<file path="src/rtl/lfa_pkg.sv">
// ----------------------------------------------------------------------------
// lfa_pkg
// Shared types and codes of the lowest free ID allocator.
// ----------------------------------------------------------------------------
package lfa_pkg;

	localparam logic KIND_ALLOC = 1'b0;
	localparam logic KIND_FREE  = 1'b1;

	localparam logic [1:0] ST_OK        = 2'd0;
	localparam logic [1:0] ST_EXHAUSTED = 2'd1;
	localparam logic [1:0] ST_IGNORED   = 2'd2;

	typedef struct packed {
		logic       kind;
		logic [7:0] release_id;
	} req_t;

	typedef struct packed {
		logic [7:0] granted_id;
		logic [1:0] status;
	} rsp_t;

	typedef struct packed {
		logic load;
		logic step;
		logic finish;
	} cmd_t;

	typedef struct packed {
		logic is_alloc;
		logic word_nz;
		logic ptr_last;
	} sts_t;

endpackage

</file>
<file path="src/rtl/lfa_datapath.sv">
// ----------------------------------------------------------------------------
// lfa_datapath
// Freed-ID bitmap in 32-bit words, watermark, word pointer and result register.
// ----------------------------------------------------------------------------
module lfa_datapath #(
	parameter int NUM_IDS = 256
) (
	input  logic          clk,
	input  logic          arst_n,
	input  lfa_pkg::req_t req,
	input  lfa_pkg::cmd_t cmd,
	output lfa_pkg::sts_t sts,
	output lfa_pkg::rsp_t rsp
);
	import lfa_pkg::*;

	localparam int MAP_IDS   = (NUM_IDS < 256) ? NUM_IDS : 256;
	localparam int MAP_WORDS = (MAP_IDS + 31) / 32;
	localparam int PTR_W     = (MAP_WORDS > 1) ? $clog2(MAP_WORDS) : 1;
	localparam int WM_W      = $clog2(NUM_IDS + 1);
	localparam int CMP_W     = (WM_W > 8) ? WM_W : 8;
	localparam int FID_W     = PTR_W + 5;

	logic [31:0]      map_q [MAP_WORDS];
	logic [WM_W-1:0]  wm_q;
	logic [PTR_W-1:0] ptr_q;
	logic             kind_q;
	logic [7:0]       rid_q;
	rsp_t             rsp_q;

	logic [31:0]      word;
	logic [4:0]       lb;
	logic [FID_W-1:0] found_id;
	logic [CMP_W-1:0] rid_c;
	logic [CMP_W-1:0] wm_c;
	logic [31:0]      rid_mask;
	logic             map_we;
	logic [31:0]      map_wd;
	logic [WM_W-1:0]  wm_d;
	rsp_t             rsp_d;

	assign word     = (int'(ptr_q) < MAP_WORDS) ? map_q[ptr_q] : '0;
	assign found_id = {ptr_q, lb};
	assign rid_c    = CMP_W'(rid_q);
	assign wm_c     = CMP_W'(wm_q);
	assign rid_mask = 32'd1 << rid_q[4:0];

	always_comb begin
		lb = '0;
		for (int i = 31; i >= 0; i--) begin
			if (word[i]) begin
				lb = 5'(i);
			end
		end
	end

	assign sts.is_alloc = (kind_q == KIND_ALLOC);
	assign sts.word_nz  = (word != '0);
	assign sts.ptr_last = (ptr_q == PTR_W'(MAP_WORDS - 1));

	always_comb begin
		map_we = 1'b0;
		map_wd = word;
		wm_d   = wm_q;
		rsp_d  = '{granted_id: 8'd0, status: ST_OK};
		if (kind_q == KIND_ALLOC) begin
			if (word != '0) begin
				map_we           = 1'b1;
				map_wd           = word & ~(32'd1 << lb);
				rsp_d.granted_id = 8'(found_id);
			end else if (wm_q != WM_W'(NUM_IDS)) begin
				wm_d             = wm_q + WM_W'(1);
				rsp_d.granted_id = 8'(wm_q);
			end else begin
				rsp_d.status = ST_EXHAUSTED;
			end
		end else begin
			if (rid_c >= wm_c) begin
				rsp_d.status = ST_IGNORED;
			end else if (rid_c == wm_c - CMP_W'(1)) begin
				wm_d   = wm_q - WM_W'(1);
				map_we = 1'b1;
				map_wd = word & ~rid_mask;
			end else begin
				map_we = 1'b1;
				map_wd = word | rid_mask;
			end
		end
	end

	always_ff @(posedge clk or negedge arst_n) begin
		if (!arst_n) begin
			for (int i = 0; i < MAP_WORDS; i++) begin
				map_q[i] <= '0;
			end
			wm_q <= '0;
		end else if (cmd.finish) begin
			if (map_we) begin
				map_q[ptr_q] <= map_wd;
			end
			wm_q <= wm_d;
		end
	end

	always_ff @(posedge clk or negedge arst_n) begin
		if (!arst_n) begin
			ptr_q  <= '0;
			kind_q <= KIND_ALLOC;
		end else if (cmd.load) begin
			kind_q <= req.kind;
			ptr_q  <= (req.kind == KIND_ALLOC) ? '0 : PTR_W'(req.release_id[7:5]);
		end else if (cmd.step) begin
			ptr_q <= ptr_q + PTR_W'(1);
		end
	end

	always_ff @(posedge clk) begin
		if (cmd.load) begin
			rid_q <= req.release_id;
		end
		if (cmd.finish) begin
			rsp_q <= rsp_d;
		end
	end

	assign rsp = rsp_q;

	a_wm_range: assert property (@(posedge clk) disable iff (!arst_n)
		int'(wm_q) <= NUM_IDS)
		else $error("watermark beyond id range");

	a_step_alloc: assert property (@(posedge clk) disable iff (!arst_n)
		cmd.step |-> (sts.is_alloc && !sts.word_nz && !sts.ptr_last))
		else $error("scan advanced past a usable word");

	a_reuse_wm: assert property (@(posedge clk) disable iff (!arst_n)
		(cmd.finish && sts.is_alloc && sts.word_nz) |=> $stable(wm_q))
		else $error("watermark moved on reuse of a freed id");

endmodule

</file>
<file path="src/rtl/lfa_ctrl.sv">
// ----------------------------------------------------------------------------
// lfa_ctrl
// Request sequencer: accept, scan the map, commit and fill the result slot.
// ----------------------------------------------------------------------------
module lfa_ctrl (
	input  logic          clk,
	input  logic          arst_n,
	input  logic          req_valid,
	output logic          req_ready,
	output logic          rsp_valid,
	input  logic          rsp_ready,
	input  lfa_pkg::sts_t sts,
	output lfa_pkg::cmd_t cmd
);
	import lfa_pkg::*;

	localparam logic S_IDLE = 1'b0;
	localparam logic S_EXEC = 1'b1;

	logic state_q;
	logic rsp_valid_q;
	logic slot_free;
	logic done;

	assign slot_free = !rsp_valid_q || rsp_ready;
	assign done      = !sts.is_alloc || sts.word_nz || sts.ptr_last;

	assign req_ready  = (state_q == S_IDLE);
	assign cmd.load   = req_valid && req_ready;
	assign cmd.step   = (state_q == S_EXEC) && !done;
	assign cmd.finish = (state_q == S_EXEC) && done && slot_free;
	assign rsp_valid  = rsp_valid_q;

	always_ff @(posedge clk or negedge arst_n) begin
		if (!arst_n) begin
			state_q     <= S_IDLE;
			rsp_valid_q <= 1'b0;
		end else begin
			unique case (state_q)
				S_IDLE: begin
					if (cmd.load) begin
						state_q <= S_EXEC;
					end
				end
				S_EXEC: begin
					if (cmd.finish) begin
						state_q <= S_IDLE;
					end
				end
				default: state_q <= S_IDLE;
			endcase
			if (cmd.finish) begin
				rsp_valid_q <= 1'b1;
			end else if (rsp_ready) begin
				rsp_valid_q <= 1'b0;
			end
		end
	end

	a_finish_out: assert property (@(posedge clk) disable iff (!arst_n)
		cmd.finish |=> (rsp_valid_q && state_q == S_IDLE))
		else $error("finished request not presented");

	a_hold_exec: assert property (@(posedge clk) disable iff (!arst_n)
		(state_q == S_EXEC && !cmd.finish) |=> (state_q == S_EXEC))
		else $error("request dropped before commit");

endmodule

</file>
<file path="src/rtl/lowest_free_id_allocator.sv">
// ----------------------------------------------------------------------------
// lowest_free_id_allocator
// Allocates the lowest freed ID or the watermark; takes IDs back.
// ----------------------------------------------------------------------------
// Usage: one request on req (valid/ready) gives exactly one response on rsp.
// kind 0 allocates: the smallest freed ID, else the watermark (raised by one),
// else status exhausted. kind 1 frees release_id: ignored at or above the
// watermark, lowers the watermark for watermark minus one, else marks it freed.
// A request is taken while idle and then worked; its response is registered at
// the commit and valid the cycle after it. An allocate scans the freed map of
// MAP_WORDS 32-bit words (min(NUM_IDS,256)/32 rounded up, 8 by default), one
// word a cycle until it finds a set bit or reaches the last word; a free works
// on the word of release_id only. A new request is taken when the last is done.
// Reset clears the freed map and the watermark at once; a request may be sent
// on the first cycle after reset. A stalled rsp holds its response; the next
// request is still taken and waits at its commit step until the slot empties.
// ----------------------------------------------------------------------------
module lowest_free_id_allocator #(
	parameter int NUM_IDS = 256
) (
	input  logic          clk,
	input  logic          arst_n,
	input  logic          req_valid,
	output logic          req_ready,
	input  lfa_pkg::req_t req,
	output logic          rsp_valid,
	input  logic          rsp_ready,
	output lfa_pkg::rsp_t rsp
);
	import lfa_pkg::*;

	cmd_t cmd;
	sts_t sts;

	lfa_ctrl u_ctrl (
		.clk       (clk),
		.arst_n    (arst_n),
		.req_valid (req_valid),
		.req_ready (req_ready),
		.rsp_valid (rsp_valid),
		.rsp_ready (rsp_ready),
		.sts       (sts),
		.cmd       (cmd)
	);

	lfa_datapath #(
		.NUM_IDS (NUM_IDS)
	) u_datapath (
		.clk    (clk),
		.arst_n (arst_n),
		.req    (req),
		.cmd    (cmd),
		.sts    (sts),
		.rsp    (rsp)
	);

endmodule

</file>
<file path="config.mk">
export PLATFORM = sky130hd
export DESIGN_NAME = lowest_free_id_allocator
export DESIGN_NICKNAME = d
export VERILOG_FILES = /design/src/rtl/lfa_pkg.sv /design/src/rtl/lfa_datapath.sv /design/src/rtl/lfa_ctrl.sv /design/src/rtl/lowest_free_id_allocator.sv
export SDC_FILE = /design/constraint.sdc
export NUM_CORES = 1
export LEC_CHECK = 0
export BUFFER_PORTS_ARGS = -buffer_cell sky130_fd_sc_hd__buf_2
export CORE_ASPECT_RATIO = 1.5
export CORE_MARGIN = 5
export CORE_UTILIZATION = 45
export DETAILED_ROUTE_END_ITERATION = 12
export MAX_ROUTING_LAYER = met4
export PLACE_DENSITY = 0.72
export SLEW_MARGIN = 20
export SYNTH_ARGS = -nofsm -noshare
export SYNTH_HDL_FRONTEND = slang
export SYNTH_HIERARCHICAL = 1
export SYNTH_SLANG_ARGS = --single-unit
export TNS_END_PERCENT = 50
</file>
<file path="constraint.sdc">
create_clock -name clk -period 8.15 [get_ports clk]
set_input_delay 0.4075 -clock clk [delete_from_list [all_inputs] [get_ports clk]]
set_output_delay 0.4075 -clock clk [all_outputs]
set_load 0.02 [all_outputs]
</file>
==> metrics.txt <==
outcome=complete, no violations; max-slew violations=0; number of synthesized flops with an enable pin=18; pin count of the biggest net entering global routing=151; post-placement cell area=16400 µm²; Synth Area per Inst=11.1 µm²; Tcrit/Tclk final=76.8%; overall global routing resource usage=26.0%; Slew @ Worst Pin=1.18 ns; initial core utilization=45.5%; HP Class=input port to flip-flop; Final Hold Viols=0; Post-synth top flop=dfrtp_1; worst r2r src=u_datapath/ptr_q[2]; post-synth top area share=42.6%; share of layout cells above drive strength 1=21.3%; width of the die=164 µm; post-synth top area cell=dfrtp_1; Skew-Pair Late Insertion Delay=0.58 ns; setup TNS=0 ns; Synth top cells by count=dfrtp_1, nand2_1, mux2_2; vias in the first global route=12475; routed vias=12353; fin nets=1454; number of synthesis warnings=6; H-tree depth=1; startpoint types=flip-flop; PostCTS Resize Cnt=0; post-DP HPWL=34.6 mm; drt drc=0; Site Rows=84; CTS tree=done; Worst slew margin=20.6%; combinational family with the most area after synthesis=multiplexers; worst endpoint data arrival time=6.68 ns; Inserted Clock Buffers=27; reg-to-reg setup timing slack=1.89 ns; DRT Pass-1 Iters=5; DR vias/cell=6.43; Post-Synth Simple-Gate Area=13.8%; die area=39300 µm²; critical path data required time=8.57 ns; largest fanout on the critical path=49; count of mapped cells out of synthesis=1433; DRT iter0 DRCs=1246; Ant. Diodes=0; routability-driven placement congestion ratio=0.982; Placeable Area=35000 µm²; Worst-path clk slew=0.07 ns; first-pass GRT wire length=76.1 mm; max_cap viols=0; area fraction in compound gates after synthesis=14.9%; clock period minus worst slack=6.26 ns; flop and latch count out of synthesis=289; post-synthesis mux area share=19.6%; fin area=17400 µm²; wire per inst=25.8 µm; number of placed I/O pins=25; total length of routed wires=49.5 mm; post-CTS setup buffer count=0; leakage=7.41 nW; Area growth syn-to-layout=9.33%; global route overflow=0; Hold Crit Start=req[5]; path type of the worst setup path=flip-flop to flip-flop; clock sinks=289; clk buf depth=3; adder-cell share of the synthesized area=1.02%; post-synthesis cell area=15900 µm²; critical path capture point type=flip-flop; Synth Area in XOR/XNOR=0.880%; Netlist cell types=94; Worst Setup SP=u_datapath/ptr_q[2]; PD cells=426 nW/µm²; unrepaired setup endpoints after global routing=no; fillers=3117; Post-synth ARST share=93.8%; DRT antenna net count=0; most frequent cell after synthesis=dfrtp_1; Clock Root Buffer=clkbuf_16; clock skew=0.0260 ns; most area-consuming cells after synthesis=dfrtp_1, mux2_2, mux2_1; cts hold-fix bufs=5; initial antenna violation count=0; Max Clock Freq=0.160 GHz; final setup fails=0; IO buf count=24; Max IR drop VDD=0.210 mV; Die H=240 µm; register area share after synthesis=46.0%; Mapped Nets=1459
## through the flow
step	hold slack, ns	setup slack [ns]	utilization [%]	power (mW)	instances
floorplan	0.112	3.58	-	4.68	1433
global placement	0.457	2.09	46.8	5.92	1866
detailed placement	0.468	1.98	46.9	5.98	1866
CTS	0.00211	1.97	49.7	7.34	1921
global route	0.0242	1.51	49.7	7.73	1922
finish	0.0526	1.89	49.7	7.42	1922
## registers in the layout, summed over array words and instances, names as in the netlist
| name | flops |
|---|---|
| u_ctrl/rsp_valid | 1 |
| u_ctrl/state_q | 1 |
| u_datapath/kind_q | 1 |
| u_datapath/map_q | 256 |
| u_datapath/ptr_q | 3 |
| u_datapath/rid_q | 8 |
| u_datapath/rsp | 10 |
| u_datapath/wm_c | 9 |
## cells in the final DEF (no fill, tap or decap), types with 10 or more instances in the layout
master	n
a21oi_1	27
and2_1	10
mux4_2	13
o21ai_0	72
a211oi_1	12
nand3_1	27
nand2_1	177
nor2_1	43
mux2_2	135
a31oi_1	16
xnor2_1	13
inv_1	17
buf_2	23
buf_4	32
a22oi_1	17
dfrtp_1	268
clkbuf_16	28
nor4_1	10
edfxtp_1	18
o21ai_1	42
ha_1	13
mux2i_1	47
nor3_1	26
a221oi_1	16
nor2b_1	11
or4_1	13
nand2b_1	16
mux2_1	75
o31ai_1	13
## worst max-delay path, cell delays in order (launching register included)
cell and delay (ns):
dfrtp_4 0.90, buf_4 0.47, mux2_1 0.36, a32o_1 0.22, a211oi_1 0.68, and4_1 0.38
nand4b_1 0.27, nor2_1 0.41, inv_1 0.17, or3b_4 0.44, and3_1 0.38, nand2_1 0.51
or4_1 0.68, o21ai_0 0.19
## area by class of cell
cell class	instances	area, µm²	area share (%)
Multi-Input combinational cell	1028	8020	46.1
Sequential cell	289	7330	42.1
Clock buffer	33	749	4.31
Tap cell	473	592	3.40
Timing Repair Buffer	63	450	2.59
Clock inverter	17	193	1.11
Inverter	19	71.3	0.410
## routing by layer
layer | GRT usage, % | vias up | part of all wire [%]
li1 | - | 5335 | -
met1 | 29.6 | 6273 | 37
met2 | 43.2 | 550 | 50
met3 | 4.54 | 195 | 6.6
met4 | 14.9 | 0 | 6.5
met5 | - | - | 0
## final timing paths
| path | end | depth (start not counted) |
|---|---|---|
| max | u_datapath/map_q[163] | 13 |
| min | u_datapath/rid_q[5] | 1 |
| max reg2reg | u_datapath/map_q[163] | 13 |
| max in group asynchronous | u_datapath/map_q[227] | 3 |
| min in group asynchronous | u_datapath/map_q[210] | 2 |
| min reg2reg | u_datapath/map_q[103] | 2 |
## power by group
part | switching (mW) | total, mW | leakage, nW | internal, mW
Clock | 0.582 | 1.34 | 0.467 | 0.760
Combinational | 2.65 | 3.89 | 3.12 | 1.23
Sequential | 0.312 | 2.20 | 3.83 | 1.89
Total | 3.55 | 7.42 | 7.41 | 3.88
## cells by family after synthesis
group	count (synthesis)
muxes	270
and+or+nand+nor	407
xor gates and xnor gates	16
adders and majority gates	13
AOI/OAI and AO/OA	322
buffers and inverters	116
DFF	289
No activity file was read; power rests on OpenSTA's default activity.
